[src/design/pmft_pkg.sv]
// ----------------------------------------------------------------------------
// pmft_pkg
// shared types and codes for the polygon mutual facing test block
// ----------------------------------------------------------------------------
`default_nettype none

package pmft_pkg;

  // request codes of the input beat
  typedef enum logic [2:0] {
    REQ_NORMAL_I = 3'd0,
    REQ_NORMAL_J = 3'd1,
    REQ_VERT_I   = 3'd2,
    REQ_VERT_J   = 3'd3,
    REQ_EVAL     = 3'd4
  } req_t;

  localparam int COORD_W = 32;

  typedef logic signed [COORD_W-1:0] coord_t;

  typedef struct packed {
    coord_t x;
    coord_t y;
    coord_t z;
  } vec3_t;

  // controller to datapath
  typedef struct packed {
    logic load;    // load beat accepted
    logic start;   // evaluate accepted, rewind pair walk
    logic diff;    // form r = vj - vi
    logic mul;     // component products
    logic sum;     // sum, sign test, step to next pair
    logic finish;  // load result register, clear counts
  } pmft_cmd_t;

  // datapath to controller
  typedef struct packed {
    logic empty;      // a polygon holds no vertex
    logic pair_vis;   // current pair faces both ways
    logic last_pair;  // current pair is the last one
  } pmft_sts_t;

endpackage

`default_nettype wire

[src/design/pmft_ctrl.sv]
// ----------------------------------------------------------------------------
// pmft_ctrl
// sequencer for loads, the vertex pair walk and the result register
// ----------------------------------------------------------------------------
`default_nettype none

module pmft_ctrl
  import pmft_pkg::*;
(
  input  wire logic       clk,
  input  wire logic       rst_n,
  input  wire logic       in_valid,
  input  wire logic [2:0] in_req_type,
  input  wire logic       out_ready,
  input  wire pmft_sts_t  sts,
  output pmft_cmd_t       cmd,
  output logic            in_ready,
  output logic            out_valid
);

  typedef enum logic [2:0] {
    S_IDLE,
    S_DIFF,
    S_MUL,
    S_SUM,
    S_DONE
  } state_t;

  state_t state_r, state_nxt;
  logic   out_valid_r, out_valid_nxt;
  logic   accept;
  logic   is_eval;
  logic   out_free;

  assign in_ready = (state_r == S_IDLE);
  assign out_valid = out_valid_r;
  assign accept   = in_valid && in_ready;
  assign is_eval  = (in_req_type == REQ_EVAL);
  assign out_free = !out_valid_r || out_ready;

  always_comb begin
    state_nxt     = state_r;
    out_valid_nxt = out_valid_r && !out_ready;
    cmd           = '0;
    unique case (state_r)
      S_IDLE: begin
        if (accept) begin
          if (is_eval) begin
            cmd.start = 1'b1;
            state_nxt = sts.empty ? S_DONE : S_DIFF;
          end else begin
            cmd.load = 1'b1;
          end
        end
      end
      S_DIFF: begin
        cmd.diff  = 1'b1;
        state_nxt = S_MUL;
      end
      S_MUL: begin
        cmd.mul   = 1'b1;
        state_nxt = S_SUM;
      end
      S_SUM: begin
        cmd.sum   = 1'b1;
        state_nxt = (sts.pair_vis || sts.last_pair) ? S_DONE : S_DIFF;
      end
      S_DONE: begin
        if (out_free) begin
          cmd.finish    = 1'b1;
          out_valid_nxt = 1'b1;
          state_nxt     = S_IDLE;
        end
      end
      default: state_nxt = S_IDLE;
    endcase
  end

  always_ff @(posedge clk) begin
    if (!rst_n) begin
      state_r     <= S_IDLE;
      out_valid_r <= 1'b0;
    end else begin
      state_r     <= state_nxt;
      out_valid_r <= out_valid_nxt;
    end
  end

endmodule

`default_nettype wire

[config.mk]
export PLATFORM = sky130hd
export DESIGN_NAME = pmft_ctrl
export DESIGN_NICKNAME = d
export VERILOG_FILES = /design/src/design/pmft_pkg.sv /design/src/design/pmft_ctrl.sv
export SDC_FILE = /design/constraint.sdc
export NUM_CORES = 1
export LEC_CHECK = 0
export ABC_AREA = 1
export BUFFER_PORTS_ARGS = -buffer_cell sky130_fd_sc_hd__buf_2
export CORE_AREA = 3 3 40 42
export DETAILED_ROUTE_END_ITERATION = 8
export DIE_AREA = 0 0 43 45
export GPL_TIMING_DRIVEN = 1
export HOLD_SLACK_MARGIN = 0.05
export MAX_ROUTING_LAYER = met4
export PLACE_DENSITY = 0.4
export SYNTH_ARGS = -nofsm -noshare
export SYNTH_HDL_FRONTEND = slang
export SYNTH_SLANG_ARGS = --single-unit
[constraint.sdc]
create_clock -name clk -period 2.27 [get_ports clk]
set_clock_uncertainty 0.2 [all_clocks]
set_input_delay 0.454 -clock clk [delete_from_list [all_inputs] [get_ports clk]]
set_output_delay 0.454 -clock clk [all_outputs]
set_load 0.02 [all_outputs]
## After elaboration in Yosys (flattened, before gate mapping)

Index checks and enable logic that the tools add are counted.

| word-level totals | value |
|---|---|
| flip-flop bits (word level) | 4 |
| bits of input ports | 10 |
| output and inout bits | 8 |
| word-level logic and storage cells | 35 |

| cells by class | value |
|---|---|
| equality and inequality tests | 8 |
| muxes and demuxes | 17 |
| reduce and logical (&&, ||, !) cells | 8 |

Operators by type and width:

| operator | count |
|---|---|
| 3-bit two-way mux | 5 |
| 3-bit one-hot mux with 5 select lines | 1 |
| 1-bit two-way mux | 9 |
| 3-bit by 2-bit equality test with 1-bit output (second input constant) | 2 |
| 3-bit equality test (second input constant) | 2 |
| 2-bit two-way mux | 2 |
| 2-bit by 1-bit inequality test with 1-bit output (second input constant) | 2 |
| 3-bit by 1-bit equality test with 1-bit output (second input constant) | 1 |
| 3-bit logical NOT | 1 |
| 3-bit AND reduction | 1 |
| 1-bit logical AND | 2 |
| 1-bit logical NOT | 2 |
| 1-bit logical OR | 2 |
| 2-bit inequality test (second input constant) | 1 |

## Longest topological paths before layout

Gate-level depths: netlist of run 1.

| depth | value |
|---|---|
| depth after elaboration | 4 |
| depth in mapped cells | 6 |
| gate-level depth less buffers | 6 |

## Least setup slack after synthesis of run 1

No wires, ideal clock.

| timing | value |
|---|---|
| path type | in2out |
| from | input port in_req_type[1] |
| to | output port cmd[4] (netlist name) |
| data arrival time | 1.126 ns |
| required time | 1.616 ns |
| setup slack | 0.490 ns |
| stages on the path | 3 |
| path buffers | 0 |
| cell sequence | nor2_1 > nand3_1 > nor3_1 |

RTL lines:

| what | RTL line | text |
|---|---|---|
| start, declared | pmft_ctrl.sv:13 | `input wire logic [2:0] in_req_type,` |
| end, declared | pmft_ctrl.sv:16 | `output pmft_cmd_t cmd,` |

==> metrics.cfg, run 1 <==
[power]
powerDensity_mw_per_mm2 = 589
power_mw = 0.227
power.leakage_nw = 0.217
max-vdd-ir-drop_uv = 209
swShare = 0.306
power_frac_clock = 0.381
p_int_mw = 0.157
comb_power_share = 0.269
power_switching_mw = 0.0695
seq_power_share = 0.350

[clocking]
clock_latency_ns = 0.23
cts-hold-fix-buffers = 0
clockRootBuffer = clkbuf_4
path_clk_slew_ns = 0.04
cts-resized-gates = 0
h-tree-depth = 1
post_cts_buffers = 0
cts_sinks = 4
cts_buffers = 3
tritoncts = yes
clockBufferDepth = 2

[placement]
pre_cts_ws_ns = 0.519
dp_hpwl_um = 545
portBuffers = 17
gp_congestion = 0.612

[drt]
routed_via_density = 4.00
drt_wl_total_um = 653
avgRoutedWirePerCell_um = 8.48
route.detailed.drc = 0
ant_nets = 0
vias = 308
first_pass_iters = 4
drtIter0Drc = 6

[critical_path]
rr_startpoint = state_r[2]
timing.rr.end = state_r[2]
end_kind = output pin
r2r_setup_slack_ns = 1.06
crit_arrival_ns = 1.17
ff2ff_path_depth = 5
cp.required_ns = 1.62
startpoint_type = flip-flop
crit_path_max_fanout = 6
crit_type = flip-flop to output pin

[job]
maxCapViolations = 0

[synth]
synth_seq_cells = 4
synth_simple_gate_area_frac = 0.469
syn_nets = 52
synth_compound_area_frac = 0.106
syn_area_per_cell_um2 = 6.17
yosys.area.top_type_share = 0.309
yosysWarnings = 0
yosys.area_share.xor_xnor = 0
synth_edf_count = 0
netlist_top_cells_area = dfxtp_1 (31%), nand2_1 (13%), nand3_1 (9.7%)
syn-cell-area_um2 = 259
syn_inst = 42
async_flop_share = 0
synth_ff_type = dfxtp_1
yosysMostFrequentCell = nand2_1
ys_seq_area_frac = 0.309
synthTopCellsByCount = nand2_1 (9), inv_1 (6), nand3_1 (5)
synth_top_family_by_area = simple AND/OR/NAND/NOR gates
ys_types = 13
yosys.area.top_type = dfxtp_1
synthAdderAreaFrac = 0
synthMuxAreaShare = 0

[finish]
ff_latch_area_um2 = 80.1
multi_input_area_um2 = 149
drive_gt1_frac = 0.419
syn2layout_area_growth_pct = 48.8
num_antenna_cells = 0
fill_cells = 149
final_util = 0.300
final_nets = 74

[sta]
slew_violations = 0
finalHoldViolCount = 0
fin_crit_ns = 1.83
fmax_ghz = 0.548
relSlewSlack = 0.790
setup_viol_count_final = 0
period_share = 0.804
timing.setup.tns_ns = 0
rsz0062_at_grt = no
worst_pin_slew_ns = 0.314
layout_setup_ws_ns = 0.445

[global_route]
track_usage = 0.0720
first_global_vias = 244
antenna_found_initial = 0
grt_max_degree = 7
grt_pass1_wl_um = 931
grt_overflow = 0

[worst_hold_path]
min_path_type = input port to flip-flop
hold_path_end = state_r[1]
worstHoldStart = rst_n
hold_path_depth = 2

[outcome]
status = finished clean

[die]
dieArea_mm2 = 0.00194
die_height_um = 45
rows = 13
start_util = 0.202
die_w_um = 43
ioPinCount = 18
core_area_mm2 = 0.00128

## cell families (layout without fill, tap and decap cells)
| kind of cell | Yosys count | count (layout) |
|---|---|---|
| compound gates | 5 | 5 |
| flops | 4 | 4 |
| simple gates | 25 | 25 |
| buf+inv | 8 | 28 |
## flip-flops by register name (all words and copies together), names as in the netlist
signal     cells
out_valid      1
state_r        3
## cells in the final DEF (no fill, tap or decap)
cell type	instances
a21oi_1	4
buf_2	17
clkbuf_4	3
dfxtp_1	4
inv_1	6
inv_2	2
nand2_1	9
nand2_2	1
nand3_1	5
nand3b_1	1
nor2_1	4
nor2_2	2
nor2_4	1
nor3_1	2
o21a_1	1
## cell type report
cell class / count / area share
multi-input combinational: 30 / 0.386
timing repair buffer: 17 / 0.221
sequential: 4 / 0.208
inverter: 8 / 0.0779
clock buffer: 3 / 0.0584
tap: 15 / 0.0487
## layer usage
metal	track usage	share of wire	wire, um	up-vias
li1	-	-	-	175
met1	0.0793	0.49	323	121
met2	0.0988	0.42	272	12
met3	0.0239	0.087	57	0
met4	0.0723	0	0	0
met5	-	0	0	-
## critical path, stage by stage (launching register included)
cell	delay, ns
dfxtp_1	0.39
nor3_1	0.33
buf_2	0.23
## power groups by stage
| stage | sequential, mW | combinational [mW] | clock [mW] |
|---|---|---|---|
| 2_1_floorplan | 0.0805 | 0.0397 | 0 |
| 3_5_place_dp | 0.0805 | 0.0618 | 0 |
| 5_1_grt | 0.0802 | 0.0675 | 0.0958 |
| 4_1_cts | 0.0794 | 0.0620 | 0.0933 |
| 3_3_place_gp | 0.0809 | 0.0627 | 0 |
| 6_report | 0.0794 | 0.0612 | 0.0864 |
## how the worst max path moves through the flow
stage / from / end / slack [ns] / depth (start not counted)
5_1_grt: state_r[1] / cmd[0] / 0.32 / 4
4_1_cts: state_r[0] / cmd[5] / 0.44 / 6
2_1_floorplan: in_req_type[1] / cmd[4] / 0.49 / 3
3_3_place_gp: in_req_type[1] / cmd[4] / 0.54 / 5
3_5_place_dp: in_req_type[1] / cmd[4] / 0.52 / 5
6_report: state_r[2] / cmd[3] / 0.44 / 2
## metrics by stage
step | hold slack (ns) | cells | area, um2
after global routing | 0.268 | 77 | 385
after detailed placement | 0.309 | 74 | 363
after floorplan | 0.372 | 42 | 259
final | 0.237 | 77 | 385
after global placement | 0.307 | 74 | 363
after CTS | 0.228 | 77 | 385
No activity file was read; power rests on OpenSTA's default activity.
==> run 2, diff against run 1 <==
==> constraint.sdc (replaced) <==
create_clock -name clk -period 1.7 [get_ports clk]
set_clock_uncertainty 0.2 [all_clocks]
set_input_delay 0.34 -clock clk [delete_from_list [all_inputs] [get_ports clk]]
set_output_delay 0.34 -clock clk [all_outputs]
set_load 0.02 [all_outputs]
==> metrics.cfg, run 2 (same netlist as run 1, synthesis figures left out) <==
[clocking]
clock_latency_ns = 0.23  ; about the same
tritoncts = yes
post_cts_buffers = 0  ; unchanged
cts_buffers = 3  ; unchanged
clockRootBuffer = clkbuf_4
clockBufferDepth = 2  ; unchanged
path_clk_slew_ns = 0.04  ; about the same
h-tree-depth = 1  ; unchanged
cts_sinks = 4  ; unchanged
cts-hold-fix-buffers = 0  ; unchanged

[sta]
finalHoldViolCount = 0  ; unchanged
period_share = 0.982
setup_viol_count_final = 0  ; unchanged
rsz0062_at_grt = yes
fin_crit_ns = 1.67
slew_violations = 0  ; unchanged
relSlewSlack = 0.803  ; +0.0131
timing.setup.tns_ns = 0  ; unchanged
holdWs_ns = 0.123  ; -0.114 ns
layout_setup_ws_ns = 0.0309  ; -0.414 ns
fmax_ghz = 0.599
worst_pin_slew_ns = 0.293  ; -0.0214 ns

[critical_path]
crit_chain = nor3_1, buf_2
slowest_delay_ns = 0.37  ; -0.02 ns
startpoint_type = flip-flop
rr_startpoint = state_r[1]
crit_arrival_ns = 1.13  ; -0.04 ns
cp.required_ns = 1.16  ; -0.46 ns
crit_type = flip-flop to output pin
crit_buf_inv = 1  ; unchanged
cpMaxStageDelayCell = dfxtp_2
ff2ff_path_depth = 6  ; +1
timing.rr.end = state_r[2]
end_kind = output pin
cp-startpoint = state_r[2]
critical_path.top_delay_family = flip-flops
crit_path_max_fanout = 6  ; unchanged
r2r_setup_slack_ns = 0.54  ; -0.52 ns

[global_route]
antenna_found_initial = 0  ; unchanged
met1_usage = 0.0745  ; -0.00481
first_global_vias = 245  ; +0.41%
busiest_layer = met2
grt_overflow = 0  ; unchanged
met2_usage = 0.0988  ; unchanged
grt_pass1_wl_um = 910  ; -2.3%
track_usage = 0.0703  ; -0.00171
grt_use_met3 = 0.0239  ; unchanged
grt_max_degree = 7  ; unchanged

[finish]
num_antenna_cells = 0  ; unchanged
top_register = state_r
syn2layout_area_growth_pct = 56.5
final_cell_mix = buf_2 (15), nand2_1 (9), nand3_1 (5), inv_1 (5)
drive_gt1_frac = 0.516  ; +0.0968
final_nets = 74  ; unchanged
largest_register_ffs = 3  ; unchanged
fin_cells = 77  ; unchanged
fill_cells = 146  ; -2.0%
final_common_cell = buf_2

[worst_hold_path]
hold_path_end = state_r[1]
hold_path_depth = 2  ; unchanged
worstHoldStart = rst_n
min_path_type = input port to flip-flop

[die]
ioPinCount = 18  ; unchanged
die_w_um = 43  ; unchanged
die_height_um = 45  ; unchanged
core_area_mm2 = 0.00128  ; unchanged
start_util = 0.202  ; unchanged
dieArea_mm2 = 0.00194  ; unchanged
rows = 13  ; unchanged

[placement]
gp_congestion = 0.612  ; unchanged
dp_hpwl_um = 545  ; unchanged
portBuffers = 17  ; unchanged
pre_cts_ws_ns = 0.177  ; -0.342 ns
placed_cells_incl_taps = 74  ; unchanged

[job]
maxCapViolations = 0  ; unchanged

[power]
powerDensity_mw_per_mm2 = 770  ; +31%
power.leakage_nw = 0.222  ; +2.4%
max-vdd-ir-drop_uv = 275  ; +32%

[drt]
first_pass_iters = 2  ; -2
avgRoutedWirePerCell_um = 8.68  ; +2.3%
routed_via_density = 4.12  ; +2.9%
drt_wl_total_um = 668  ; +2.3%
ant_nets = 0  ; unchanged
vias = 317  ; +2.9%
route.detailed.drc = 0  ; unchanged
drtIter0Drc = 4  ; -2

[outcome]
status = finished clean

==> run 2: cell counts in the layout (fill, tap and decap cells not counted) <==
Identical to the previous run, type by type.
==> run 2: layer usage <==
layer | share of wire | wire [um]
met4 | 0 | 0
met5 | 0 | 0
met2 | 0.43 | 290
met3 | 0.075 | 50
met1 | 0.49 | 327
==> run 2: power by group <==
group	total [mW]	internal, mW	switching (mW)	leakage [nW]
clock	0.115	0.0788	0.0365	0.0138
sequential	0.108	0.101	0.00762	0.0338
combinational	0.0887	0.0366	0.0521	0.174
total	0.312	0.216	0.0963	0.222
==> run 2: worst max path at each step <==
stage | slack [ns] | cells past startpoint | endpoint
floorplan | 0.05 | 5 | cmd[5]
detailed placement | 0.18 | 5 | cmd[4]
global route | -0.01 | 4 | cmd[0]
finish | 0.03 | 2 | cmd[3]
global placement | 0.19 | 5 | cmd[4]
CTS | 0.003 | 6 | cmd[5]
==> run 2: layout make-up <==
type / count / area [um2] / share of cell area
multi-input combinational: 30 / 160 / 0.395
inverter: 8 / 30.0 / 0.0741
sequential: 4 / 83.8 / 0.207
clock buffer: 3 / 22.5 / 0.0556
tap: 15 / 18.8 / 0.0463
timing repair buffer: 17 / 90.1 / 0.222
==> run 2: metrics by stage <==
step                      area, um2  utilization  power, mW
final                           405        0.315      0.312
after global routing            405        0.315      0.334
after CTS                       394        0.307      0.318
after detailed placement        363        0.282      0.190
after global placement          363        0.282      0.192
after floorplan                 259            -      0.161
==> run 2: what timing repair did <==
item,4_1_cts,5_1_grt
cloned,0,0
resized for setup,4,5
setup endpoints to repair,2,2
==> run 3, diff against run 2 <==
==> constraint.sdc (replaced) <==
create_clock -name clk -period 1.7 [get_ports clk]
set_clock_uncertainty 0.2 [all_clocks]
set_input_delay 0.17 -clock clk [delete_from_list [all_inputs] [get_ports clk]]
set_output_delay 0.17 -clock clk [all_outputs]
set_load 0.02 [all_outputs]
==> metrics.cfg, run 3 (same netlist as run 1, synthesis figures left out) <==
[die]
start_util = 0.202  ; unchanged
ioPinCount = 18  ; unchanged
die_w_um = 43  ; unchanged
dieArea_mm2 = 0.00194  ; unchanged
rows = 13  ; unchanged
die_height_um = 45  ; unchanged
core_area_mm2 = 0.00128  ; unchanged

[sta]
setup_viol_count_final = 0  ; unchanged
timing.setup.tns_ns = 0  ; unchanged
finalHoldViolCount = 0  ; unchanged
worst_pin_slew_ns = 0.294  ; +0.00124 ns
period_share = 0.901  ; -0.0809
layout_setup_ws_ns = 0.168  ; +0.137 ns
fmax_ghz = 0.653  ; +9.0%
fin_crit_ns = 1.53  ; -0.137 ns
relSlewSlack = 0.804  ; about the same
slew_violations = 0  ; unchanged
rsz0062_at_grt = no

[worst_hold_path]
min_path_type = input port to flip-flop
hold_path_depth = 5  ; +3
worstHoldStart = sts[2]
hold_path_end = state_r[2]

[finish]
top_register = state_r
final_nets = 76  ; +2.7%
largest_register_ffs = 3  ; unchanged
fin_cells = 79  ; +2.6%
final_common_cell = buf_2
num_antenna_cells = 0  ; unchanged
syn2layout_area_growth_pct = 56.5  ; unchanged
final_util = 0.315  ; unchanged
final_cell_mix = buf_2 (17), nand2_1 (9), inv_1 (6), nand3_1 (5)
drive_gt1_frac = 0.406  ; -0.110
fill_cells = 159  ; +8.9%

[placement]
dp_hpwl_um = 543  ; -0.28%
portBuffers = 17  ; unchanged
placed_cells_incl_taps = 74  ; unchanged
pre_cts_ws_ns = 0.410  ; +0.233 ns
gp_congestion = 0.697  ; +14%

[critical_path]
crit_arrival_ns = 1.16  ; +0.03 ns
timing.rr.end = state_r[2]
crit_buf_inv = 2  ; +1
slowest_delay_ns = 0.31  ; -0.06 ns
rr_startpoint = state_r[0]
end_kind = output pin
critical_path.top_delay_family = flip-flops
cp.required_ns = 1.33  ; +0.17 ns
r2r_setup_slack_ns = 0.49  ; -0.05 ns
startpoint_type = flip-flop
crit_path_max_fanout = 3  ; -3
ff2ff_path_depth = 6  ; unchanged
crit_type = flip-flop to output pin
cpMaxStageDelayCell = dfxtp_1
crit_chain = inv_1, nand2_2, nor2_2, nand2_1, a21oi_1, buf_2

[clocking]
cts-resized-gates = 0  ; -4
cts-hold-fix-buffers = 2  ; +2
clockBufferDepth = 2  ; unchanged
post_cts_buffers = 0  ; unchanged
h-tree-depth = 1  ; unchanged
cts_buffers = 3  ; unchanged
cts_sinks = 4  ; unchanged
tritoncts = yes
path_clk_slew_ns = 0.04  ; about the same
clock_latency_ns = 0.23  ; about the same
clockRootBuffer = clkbuf_4

[drt]
vias = 322  ; +1.6%
drtIter0Drc = 3  ; -1
routed_via_density = 4.08  ; -0.99%
first_pass_iters = 5  ; +3
ant_nets = 0  ; unchanged
route.detailed.drc = 0  ; unchanged
avgRoutedWirePerCell_um = 7.94  ; -8.5%
drt_wl_total_um = 627  ; -6.1%

[outcome]
status = finished clean

[job]
maxCapViolations = 0  ; unchanged

[global_route]
antenna_found_initial = 0  ; unchanged
first_global_vias = 276  ; +13%
track_usage = 0.0711  ; +0.000857
grt_max_degree = 7  ; unchanged
grt_pass1_wl_um = 979  ; +7.6%
grt_overflow = 0  ; unchanged

[power]
powerDensity_mw_per_mm2 = 753  ; -2.3%
power.leakage_nw = 0.225  ; +1.4%
power_mw = 0.305  ; -2.3%
max-vdd-ir-drop_uv = 268  ; -2.7%

[run 3: cell count changes in the layout (fill, tap and decap cells not counted), sizes merged]
cell         delta
dlygate4sd3     +2
[run 3: worst min-delay path, cell delays in order]
cell	delay [ns]
buf_2	0.08
nand3_1	0.07
nand2_1	0.07
a21oi_1	0.06
nor2_1	0.07
[run 3: cell type report]
cell class	instances	area [um2]	share of cell area
clock buffer	3	22.5	0.0556
sequential	4	80.1	0.198
tap	15	18.8	0.0463
multi-input combinational	30	149	0.367
timing repair buffer	19	105	0.259
inverter	8	30.0	0.0741
[run 3: power breakdown]
| part | switching [mW] | internal, mW |
|---|---|---|
| Clock | 0.0355 | 0.0787 |
| Combinational | 0.0502 | 0.0347 |
| Sequential | 0.00629 | 0.0997 |
| Total | 0.0920 | 0.213 |
[run 3: worst max path at each step]
stage / startpoint / endpoint / slack, ns / depth (start not counted)
after floorplan: state_r[0] / cmd[5] / 0.22 / 5
after global placement: state_r[1] / cmd[0] / 0.40 / 4
after detailed placement: state_r[0] / cmd[5] / 0.41 / 6
after CTS: state_r[0] / cmd[5] / 0.15 / 6
after global routing: state_r[0] / cmd[5] / 0.03 / 6
final: state_r[0] / cmd[5] / 0.17 / 6
[run 3: through the flow]
step	hold WS (ns)	instance area [um2]
after floorplan	0.0876	259
after global placement	0.193	363
after detailed placement	0.194	363
after CTS	0.121	405
after global routing	0.163	405
final	0.128	405
[run 3: routing by layer]
layer / vias up / GRT usage / part of all wire
met2: 12 / 0.105 / 0.44
met1: 134 / 0.0769 / 0.45
li1: 176 / - / -
met3: 0 / 0.0159 / 0.11
met5: - / - / 0
met4: 0 / 0.0723 / 0
